`src/hdl/bscf_pkg.sv`:
```
// ----------------------------------------------------------------------------
// bscf_pkg
// Shared types, sizes and word helpers for the bitmap set/clear/find engine.
// ----------------------------------------------------------------------------
package bscf_pkg;

  localparam int WORD_BITS = 32;
  localparam int NUM_WORDS = 64;

  localparam int WA_W       = (NUM_WORDS > 1) ? $clog2(NUM_WORDS) : 1;
  localparam int CAP_BITS   = NUM_WORDS * WORD_BITS;
  localparam int LAST_WORD  = NUM_WORDS - 1;

  // find-next stops at the largest index the result field can hold
  localparam int INDEX_LIMIT  = 2048;
  localparam int SEARCH_LIMIT = (CAP_BITS < INDEX_LIMIT) ? CAP_BITS : INDEX_LIMIT;
  localparam int SEARCH_LAST  = SEARCH_LIMIT / WORD_BITS - 1;

  localparam int IN_TDATA_W  = 40;
  localparam int IN_TUSER_W  = 3;
  localparam int OUT_TDATA_W = 24;
  localparam int CNT_W       = 12;

  typedef enum logic [2:0] {
    ACT_SET_BIT     = 3'd0,
    ACT_CLEAR_BIT   = 3'd1,
    ACT_SET_RANGE   = 3'd2,
    ACT_CLEAR_RANGE = 3'd3,
    ACT_FIND_NEXT   = 3'd4,
    ACT_COUNT       = 3'd5,
    ACT_CLEAR_ALL   = 3'd6
  } action_t;

  typedef enum logic [1:0] {
    ST_IDLE = 2'd0,
    ST_WALK = 2'd1,
    ST_DONE = 2'd2
  } state_t;

  // population count, adder tree on fixed masks
  function automatic logic [5:0] pop32(input logic [31:0] x);
    logic [31:0] v;
    v = (x & 32'h5555_5555) + ((x >> 1) & 32'h5555_5555);
    v = (v & 32'h3333_3333) + ((v >> 2) & 32'h3333_3333);
    v = (v & 32'h0f0f_0f0f) + ((v >> 4) & 32'h0f0f_0f0f);
    v = (v & 32'h00ff_00ff) + ((v >> 8) & 32'h00ff_00ff);
    v = (v & 32'h0000_ffff) + (v >> 16);
    return v[5:0];
  endfunction

  // position of the lowest set bit of a nonzero word
  function automatic logic [4:0] low_one(input logic [31:0] x);
    logic [31:0] v;
    logic [31:0] m;
    logic [4:0]  pos;
    v   = x;
    pos = 5'd31;
    m = v & 32'h0000_ffff; if (m != '0) begin v = m; pos = pos - 5'd16; end
    m = v & 32'h00ff_00ff; if (m != '0) begin v = m; pos = pos - 5'd8;  end
    m = v & 32'h0f0f_0f0f; if (m != '0) begin v = m; pos = pos - 5'd4;  end
    m = v & 32'h3333_3333; if (m != '0) begin v = m; pos = pos - 5'd2;  end
    m = v & 32'h5555_5555; if (m != '0) begin pos = pos - 5'd1; end
    return pos;
  endfunction

endpackage

```
`src/hdl/bitmap_set_clear_find_engine.sv`:
```
// ----------------------------------------------------------------------------
// bitmap_set_clear_find_engine
// Word-organized bitmap with bit/range set and clear, find-next and count.
// ----------------------------------------------------------------------------
// Flow: one request at a time; in_tready is high only while idle. A walk
//   reads one word per cycle from the single read port of the word memory;
//   set and clear write each word back after it is read. A count walks every
//   word. Requests that touch no word (clear all, no-op) go straight to the
//   result, which is held while out_tready is low.
// Reset: synchronous, active low. Per-word valid flags are all cleared
//   together, so the map reads all zeros at once; no clearing sweep.
module bitmap_set_clear_find_engine (
  input  logic                              clk,
  input  logic                              rst_n,
  // in_tdata, lowest bit up: low_bit[10:0], high_bit[21:11], after_bit[33:22]
  input  logic                              in_tvalid,
  output logic                              in_tready,
  input  logic [bscf_pkg::IN_TDATA_W-1:0]   in_tdata,
  // in_tuser: action[2:0]
  input  logic [bscf_pkg::IN_TUSER_W-1:0]   in_tuser,
  // out_tdata, lowest bit up: found[0], bit_index[11:1], set_count[23:12]
  output logic                              out_tvalid,
  input  logic                              out_tready,
  output logic [bscf_pkg::OUT_TDATA_W-1:0]  out_tdata
);
  import bscf_pkg::*;

  localparam logic [WORD_BITS-1:0] ONES = '1;

  // word store plus one valid flag per word (invalid reads as zero)
  logic [WORD_BITS-1:0] bit_words_mem [NUM_WORDS];
  logic [WORD_BITS-1:0] mem_q_r;
  logic [NUM_WORDS-1:0] word_vld_r;

  state_t   state_r, state_nxt;
  action_t  op_r, op_nxt;
  logic [WA_W-1:0] first_r, first_nxt;
  logic [WA_W-1:0] last_r, last_nxt;
  logic [4:0]      lo_off_r, lo_off_nxt;
  logic [4:0]      hi_off_r, hi_off_nxt;

  // read issue pointer and data-stage tag
  logic [WA_W-1:0] rd_w_r, rd_w_nxt;
  logic            issued_all_r, issued_all_nxt;
  logic            pend_v_r, pend_v_nxt;
  logic [WA_W-1:0] pend_w_r, pend_w_nxt;

  // result being built
  logic             res_found_r, res_found_nxt;
  logic [10:0]      res_idx_r, res_idx_nxt;
  logic [CNT_W-1:0] res_cnt_r, res_cnt_nxt;

  logic                   out_tvalid_r, out_tvalid_nxt;
  logic [OUT_TDATA_W-1:0] out_tdata_r, out_tdata_nxt;

  logic                 rd_en;
  logic                 wr_en;
  logic [WORD_BITS-1:0] wr_data;
  logic                 clear_all;

  // input fields
  logic [10:0] lo_in, hi_in;
  logic [11:0] after_in, start_in;
  logic        lo_ok, hi_over;

  // data-stage helpers
  logic [WORD_BITS-1:0] word_q, span, fv;
  logic [4:0]           a_off, b_off;
  logic [CNT_W:0]       cnt_sum;
  logic                 at_first, at_last;

  assign lo_in    = in_tdata[10:0];
  assign hi_in    = in_tdata[21:11];
  assign after_in = in_tdata[33:22];
  // a negative start (-1 or below) searches from bit zero
  assign start_in = after_in[11] ? 12'd0 : after_in + 12'd1;
  assign lo_ok    = (lo_in < CAP_BITS);
  assign hi_over  = (hi_in >= CAP_BITS);

  assign in_tready  = (state_r == ST_IDLE);
  assign out_tvalid = out_tvalid_r;
  assign out_tdata  = out_tdata_r;

  assign at_first = (pend_w_r == first_r);
  assign at_last  = (pend_w_r == last_r);
  assign word_q   = word_vld_r[pend_w_r] ? mem_q_r : '0;
  assign a_off    = at_first ? lo_off_r : 5'd0;
  assign b_off    = at_last ? hi_off_r : 5'd31;
  assign span     = (ONES << a_off) & (ONES >> (5'd31 - b_off));
  assign fv       = at_first ? (word_q & (ONES << lo_off_r)) : word_q;
  assign cnt_sum  = {1'b0, res_cnt_r} + (CNT_W + 1)'(pop32(word_q));

  always_comb begin
    state_nxt      = state_r;
    op_nxt         = op_r;
    first_nxt      = first_r;
    last_nxt       = last_r;
    lo_off_nxt     = lo_off_r;
    hi_off_nxt     = hi_off_r;
    rd_w_nxt       = rd_w_r;
    issued_all_nxt = issued_all_r;
    pend_v_nxt     = 1'b0;
    pend_w_nxt     = rd_w_r;
    res_found_nxt  = res_found_r;
    res_idx_nxt    = res_idx_r;
    res_cnt_nxt    = res_cnt_r;
    out_tvalid_nxt = out_tvalid_r & ~out_tready;
    out_tdata_nxt  = out_tdata_r;
    rd_en          = 1'b0;
    wr_en          = 1'b0;
    wr_data        = word_q;
    clear_all      = 1'b0;

    case (state_r)
      ST_IDLE: begin
        if (in_tvalid) begin
          logic walk;
          walk           = 1'b0;
          op_nxt         = action_t'(in_tuser);
          res_found_nxt  = 1'b0;
          res_idx_nxt    = '0;
          res_cnt_nxt    = '0;
          issued_all_nxt = 1'b0;
          first_nxt      = WA_W'(lo_in >> 5);
          last_nxt       = WA_W'(lo_in >> 5);
          lo_off_nxt     = lo_in[4:0];
          hi_off_nxt     = lo_in[4:0];
          case (action_t'(in_tuser))
            ACT_SET_BIT, ACT_CLEAR_BIT: begin
              walk = lo_ok;
            end
            ACT_SET_RANGE, ACT_CLEAR_RANGE: begin
              // reversed or out-of-capacity ranges change nothing
              walk       = lo_ok && (lo_in <= hi_in);
              last_nxt   = hi_over ? WA_W'(LAST_WORD) : WA_W'(hi_in >> 5);
              hi_off_nxt = hi_over ? 5'd31 : hi_in[4:0];
            end
            ACT_FIND_NEXT: begin
              walk       = (start_in < SEARCH_LIMIT);
              first_nxt  = WA_W'(start_in >> 5);
              last_nxt   = WA_W'(SEARCH_LAST);
              lo_off_nxt = start_in[4:0];
              hi_off_nxt = 5'd31;
            end
            ACT_COUNT: begin
              walk      = 1'b1;
              first_nxt = '0;
              last_nxt  = WA_W'(LAST_WORD);
            end
            ACT_CLEAR_ALL: begin
              clear_all = 1'b1;
            end
            default: begin
            end
          endcase
          rd_w_nxt  = first_nxt;
          state_nxt = walk ? ST_WALK : ST_DONE;
        end
      end

      ST_WALK: begin
        // issue stage: one word read per cycle
        if (!issued_all_r) begin
          rd_en      = 1'b1;
          pend_v_nxt = 1'b1;
          if (rd_w_r == last_r) begin
            issued_all_nxt = 1'b1;
          end else begin
            rd_w_nxt = rd_w_r + 1'b1;
          end
        end
        // data stage: modify, write back, test or accumulate
        if (pend_v_r) begin
          case (op_r)
            ACT_SET_BIT, ACT_SET_RANGE: begin
              wr_en   = 1'b1;
              wr_data = word_q | span;
              if (at_last) state_nxt = ST_DONE;
            end
            ACT_CLEAR_BIT, ACT_CLEAR_RANGE: begin
              wr_en   = 1'b1;
              wr_data = word_q & ~span;
              if (at_last) state_nxt = ST_DONE;
            end
            ACT_FIND_NEXT: begin
              if (fv != '0) begin
                res_found_nxt = 1'b1;
                res_idx_nxt   = 11'({pend_w_r, low_one(fv)});
                state_nxt     = ST_DONE;
              end else if (at_last) begin
                state_nxt = ST_DONE;
              end
            end
            ACT_COUNT: begin
              res_cnt_nxt = cnt_sum[CNT_W] ? '1 : cnt_sum[CNT_W-1:0];
              if (at_last) state_nxt = ST_DONE;
            end
            default: begin
              state_nxt = ST_DONE;
            end
          endcase
          // a read still in flight after an early stop is dropped
          if (state_nxt == ST_DONE) pend_v_nxt = 1'b0;
        end
      end

      ST_DONE: begin
        if (!out_tvalid_r || out_tready) begin
          out_tvalid_nxt = 1'b1;
          out_tdata_nxt  = {res_cnt_r, res_idx_r, res_found_r};
          state_nxt      = ST_IDLE;
        end
      end

      default: begin
        state_nxt = ST_IDLE;
      end
    endcase
  end

  // control state
  always_ff @(posedge clk) begin
    if (!rst_n) begin
      state_r      <= ST_IDLE;
      issued_all_r <= 1'b0;
      pend_v_r     <= 1'b0;
      out_tvalid_r <= 1'b0;
      word_vld_r   <= '0;
    end else begin
      state_r      <= state_nxt;
      issued_all_r <= issued_all_nxt;
      pend_v_r     <= pend_v_nxt;
      out_tvalid_r <= out_tvalid_nxt;
      if (clear_all) begin
        word_vld_r <= '0;
      end else if (wr_en) begin
        word_vld_r[pend_w_r] <= 1'b1;
      end
    end
  end

  // payload
  always_ff @(posedge clk) begin
    op_r        <= op_nxt;
    first_r     <= first_nxt;
    last_r      <= last_nxt;
    lo_off_r    <= lo_off_nxt;
    hi_off_r    <= hi_off_nxt;
    rd_w_r      <= rd_w_nxt;
    pend_w_r    <= pend_w_nxt;
    res_found_r <= res_found_nxt;
    res_idx_r   <= res_idx_nxt;
    res_cnt_r   <= res_cnt_nxt;
    out_tdata_r <= out_tdata_nxt;
  end

  // word memory: one read, one write per cycle, never the same word
  always_ff @(posedge clk) begin
    if (rd_en) mem_q_r <= bit_words_mem[rd_w_r];
    if (wr_en) bit_words_mem[pend_w_r] <= wr_data;
  end

endmodule

```
`config.mk`:
```
export PLATFORM = sky130hd
export DESIGN_NAME = bitmap_set_clear_find_engine
export DESIGN_NICKNAME = d
export VERILOG_FILES = /design/src/hdl/bscf_pkg.sv /design/src/hdl/bitmap_set_clear_find_engine.sv
export SDC_FILE = /design/constraint.sdc
export NUM_CORES = 2
export LEC_CHECK = 0
export BUFFER_PORTS_ARGS = -buffer_cell sky130_fd_sc_hd__buf_2
export CORE_MARGIN = 1.5
export CORE_UTILIZATION = 50
export DETAILED_ROUTE_END_ITERATION = 16
export PLACE_DENSITY = 0.65
export SLEW_MARGIN = 20
export SYNTH_ARGS = -nofsm -noshare
export SYNTH_HDL_FRONTEND = slang
export SYNTH_SLANG_ARGS = --single-unit
```
`constraint.sdc`:
```
create_clock -name clk -period 9.19 [get_ports clk]
set_clock_uncertainty 0.2 [all_clocks]
set_input_delay 0 -clock clk [delete_from_list [all_inputs] [get_ports clk]]
set_output_delay 0 -clock clk [all_outputs]
set_load 0.1 [all_outputs]
```
==> qor_table.md <==
| Group | Quantity | Reported |
| --- | --- | --- |
| worst setup path | Source of the worst register-to-register timing path | pend_w_r[1]$_DFF_P_ |
| power and ir drop | Part of the power in combinational logic | 0.176 |
| finish | Area grow syn2layout | 13.6% |
| yosys | Top-count cell post-synth | sky130_fd_sc_hd__edfxtp_1 |
| route | Highest metal layer with signal wires | met5 |
| route | Routed vias/inst | 6.38 |
| clock tree | Longest Clk Path Bufs | 3 |
| outcome | Result of the run | finished clean |
| power and ir drop | Largest vdd supply drop | 0.432 mV |
| worst setup path | Startpoint type of the worst setup path | flip-flop |
| sta | Final setup violation count | 0 |
| clock tree | Clock sinks | 2234 |
| sta | Final critical-path share of the clock period | 0.915 |
| yosys | Number of synthesized register bits | 2234 |
| floorplan | Die height | 424 um |
| global route | Overflow left after global routing | 0 |
| floorplan | Initial standard-cell utilization of the core | 0.503 |
| yosys | Most used DFF post-synth | sky130_fd_sc_hd__edfxtp_1 |
| yosys | Net count after synthesis | 4214 |
| yosys | Top cells by area in the synthesized netlist | sky130_fd_sc_hd__edfxtp_1 73%, sky130_fd_sc_hd__mux4_2 17%, sky130_fd_sc_hd__dfxtp_1 1.7%, sky130_fd_sc_hd__nor2_1 1.0%, sky130_fd_sc_hd__ha_1 0.90% |
| route | Vias post-DR | 44273 |
| global route | First-pass GRT wire length | 328000 um |
| sta | Max Clk Rate | 0.119 GHz |
| route | Number of iterations in the first detailed-routing pass | 7 |
| yosys | Post-synth top area cell | sky130_fd_sc_hd__edfxtp_1 |
| place | Final HPWL from detailed placement | 127000 um |
| sta | Worst slack on hold paths | 0.107 ns |
| clock tree | Clock latency on the worst-skew pair | 0.85 ns |
| global route | Via count of the first global-routing pass | 44353 |
| place | Total of buffers placed on input and output ports | 66 |
| power and ir drop | Switching power as a share of total power | 0.263 |
| route | Routed metal-1 wire length | 92000 um |
| yosys | Fraction of the yosys area taken by sequential cells | 0.749 |
| worst setup path | Critical R2R Capture | res_cnt_r[11]$_SDFFCE_PN0P_ |
| route | Metal2 WL | 112000 um |
| power and ir drop | Total power | 24.5 mW |
| power and ir drop | Power density normalized to cell area | 243 nW/um^2 |
| worst setup path | Peak fanout along the critical path | 24 |
| sta | Total Neg Setup Slack | 0 ns |
| yosys | Number of synthesized flops with an enable pin | 2159 |
| yosys | Yosys warnings | 0 |
| power and ir drop | Clock network power share | 0.342 |
| global route | Initial antenna violation count | 15 |
| yosys | Number of cells produced by synthesis | 4087 |
| power and ir drop | P_sw | 6.44 mW |
| clock tree | CTS buffer count | 213 |
| yosys | Share of the synthesized area in the top cell type | 0.732 |
| yosys | Area of the mapped netlist | 88600 sq um |
| yosys | Average cell area after synthesis | 21.7 sq um |
| worst setup path | Worst endpoint required time | 9.56 ns |
| worst hold path | Hold path start | in_tdata[28] |
| clock tree | TritonCTS clock tree | yes |
| sta | Tmin final | 8.41 ns |
| worst hold path | Worst Hold Path EP | first_r[1]$_DFFE_PP_ |
| route | Met3 wire len | 19700 um |
| route | DRC violations left | 0 |
| worst hold path | HP Class | input port to flip-flop |
| yosys | Share of async-settable or async-resettable flops after synthesis | 0 |
| sta | Endpoints failing hold | 0 |
| floorplan | Overall die width | 424 um |
| clock tree | Reg clk slew, reported paths | 0.06 ns |
| finish | Fin nets | 4536 |
| sta | Worst slew margin relative to its limit | 0.248 |
| sta | Max Slew Vio Count | 0 |
| yosys | Synth top cells by count | 2159 x sky130_fd_sc_hd__edfxtp_1, 676 x sky130_fd_sc_hd__mux4_2, 244 x sky130_fd_sc_hd__nor2_1, 148 x sky130_fd_sc_hd__clkbuf_1, 84 x sky130_fd_sc_hd__nand2_1 |
| yosys | Number of distinct library cell variants in the gate-level netlist after synthesis | 75 |
| worst setup path | Worst setup EP type | flip-flop |
| sta | Unrepaired setup endpoints after global routing | false |
| global route | Maximum number of pins on one net before global-route repair | 150 |
| power and ir drop | Static power due to leakage | 32.4 nW |
| sta | Measured slew at the worst slew-check pin | 1.13 ns |
| place | Weighted congestion reported at the end of routability-driven placement | 0.925 |
| power and ir drop | Cell-internal power | 18.1 mW |
| place | Placed instance area | 92900 sq um |
| route | Antenna viol nets, final | 0 |
| finish | Fraction of layout cells with a size suffix above 1 | 0.288 |
| global route | Total routing usage reported by global routing | 0.260 |
| worst setup path | Type of the setup path with the least slack | flip-flop to flip-flop |
| worst setup path | Worst EP arrival | 8.78 ns |
| clock tree | Number of resized instances in the post-cts repair step | 0 |
| floorplan | Die footprint | 180000 sq um |
| worst setup path | Worst-case reg-to-reg path depth | 27 |
| worst hold path | Hold path depth | 4 |
| worst setup path | Flop2flop setup slack | 0.78 ns |
| route | Post-Route WL | 231000 um |
| floorplan | Placement row count | 154 |
| route | Routed WL per cell | 33.4 um |
| floorplan | Top Ports | 73 |
| run | Max-Cap Viols | 0 |
| finish | Final Instance Area | 101000 sq um |
| clock tree | Clock Root Buffer | sky130_fd_sc_hd__clkbuf_16 |
| power and ir drop | Sequential cell fraction of total power | 0.482 |
| clock tree | Number of H-tree levels | 4 |
| route | Number of design-rule violations left by the first detailed-router iteration | 5642 |
| floorplan | Core footprint | 176000 sq um |
| clock tree | Setup Fix Bufs, Post-CTS | 0 |
registers in the layout, summed over array words and instances (netlist names), 3 cells and up:
signal / flops
bit_words_mem: 2048
first_r: 6
hi_off_r: 5
last_r: 6
lo_off_r: 5
mem_q_r: 32
op_r: 3
out_tdata: 24
pend_w_nxt: 6
pend_w_r: 6
res_cnt_r: 12
res_idx_r: 11
word_vld_r: 64
final cells by class:
cell class / count / area, sq um
fillers: 12692 / 75400
diodes: 17 / 42.5
well taps: 2340 / 2930
repair buffers: 314 / 2590
inverters: 46 / 173
clock inverters: 106 / 801
multi-input cells: 1600 / 22000
flip-flops and latches: 2234 / 66300
clock buffers: 281 / 5820
metal layers:
layer,vias up,GRT usage
met5,-,0
met4,6,0.0815
met3,451,0.0475
met2,2106,0.414
met1,23882,0.367
li1,17828,-
power by group through the flow:
stage	combinational, mW	sequential [mW]	clock (mW)
after floorplan	2.72	12.0	0
after global placement	4.21	12.0	0
after detailed placement	4.26	12.0	0
after CTS	4.32	11.8	8.48
after global routing	4.61	11.8	8.87
final	4.30	11.8	8.38
logic make-up (layout without fill, tap and decap cells):
kind of cell / Yosys count / in the layout / synth area share
flip-flops: 2234 / 2234 / 0.749
multiplexers: 714 / 714 / 0.176
AND/OR/NAND/NOR: 485 / 485 / 0.0252
AO/OA/AOI/OAI: 266 / 266 / 0.0203
buffers and inverters: 253 / 747 / 0.0111
adder cells (fa/ha/maj): 80 / 80 / 0.0127
XOR/XNOR: 55 / 55 / 0.00590
other: 0 / 17 / 0
how the worst max path moves through the flow:
| stage | depth (start not counted) | to | from | slack, ns |
|---|---|---|---|---|
| 6_report | 27 | res_cnt_r[11]$_SDFFCE_PN0P_ | pend_w_r[1]$_DFF_P_ | 0.78 |
| 5_1_grt | 27 | res_cnt_r[11]$_SDFFCE_PN0P_ | pend_w_r[1]$_DFF_P_ | 0.37 |
| 3_5_place_dp | 27 | res_cnt_r[11]$_SDFFCE_PN0P_ | pend_w_r[0]$_DFF_P_ | 0.87 |
| 2_1_floorplan | 28 | res_cnt_r[0]$_SDFFCE_PN0P_ | pend_w_r[2]$_DFF_P_ | 2.19 |
| 3_3_place_gp | 27 | res_cnt_r[11]$_SDFFCE_PN0P_ | pend_w_r[0]$_DFF_P_ | 0.91 |
| 4_1_cts | 27 | res_cnt_r[11]$_SDFFCE_PN0P_ | pend_w_r[0]$_DFF_P_ | 0.84 |
critical path: stages, from the launching register on:
cell and delay (ns):
sky130_fd_sc_hd__dfxtp_1 0.80, sky130_fd_sc_hd__nor2b_1 0.67, sky130_fd_sc_hd__a221oi_1 0.22, sky130_fd_sc_hd__or3_1 0.37
sky130_fd_sc_hd__a21oi_1 0.14, sky130_fd_sc_hd__or4_1 0.83, sky130_fd_sc_hd__buf_4 0.31, sky130_fd_sc_hd__and2_1 0.17
sky130_fd_sc_hd__ha_1 0.24, sky130_fd_sc_hd__ha_1 0.22, sky130_fd_sc_hd__fa_1 0.56, sky130_fd_sc_hd__inv_1 0.06
sky130_fd_sc_hd__fa_1 0.50, sky130_fd_sc_hd__inv_1 0.06, sky130_fd_sc_hd__fa_1 0.51, sky130_fd_sc_hd__inv_1 0.06
sky130_fd_sc_hd__fa_1 0.47, sky130_fd_sc_hd__inv_1 0.06, sky130_fd_sc_hd__ha_1 0.27, sky130_fd_sc_hd__a21o_1 0.15
sky130_fd_sc_hd__a21oi_1 0.23, sky130_fd_sc_hd__o21bai_1 0.10, sky130_fd_sc_hd__a21oi_1 0.23, sky130_fd_sc_hd__nor2b_1 0.09
sky130_fd_sc_hd__o211a_1 0.22, sky130_fd_sc_hd__nand4_1 0.11, sky130_fd_sc_hd__mux2i_1 0.20, sky130_fd_sc_hd__nor2_1 0.05
cell usage in the layout (no fill, tap or decap), drive strengths merged, types with 36 or more instances in the layout:
master       instances
edfxtp            2159
clkinv              89
a21oi               54
nor2               244
dfxtp               75
dlygate4sd3        113
nand3               36
o21ai               70
clkbuf             281
nand2               85
inv                 51
ha                  64
buf                201
mux4               676
metrics by stage:
step | setup WS, ns | std cells | utilization
floorplan | 2.19 | 4087 | -
global placement | 0.906 | 6421 | 0.528
detailed placement | 0.866 | 6421 | 0.528
CTS | 0.840 | 6921 | 0.572
global route | 0.371 | 6921 | 0.572
finish | 0.780 | 6938 | 0.572
timing repair:
| action | 4_1_cts | 5_1_grt |
|---|---|---|
| hold endpoints to repair | 154 | 0 |
| hold buffers | 113 | 0 |
| setup endpoints to repair | 0 | 0 |
Note: power is estimated with default switching activity, not from simulation.
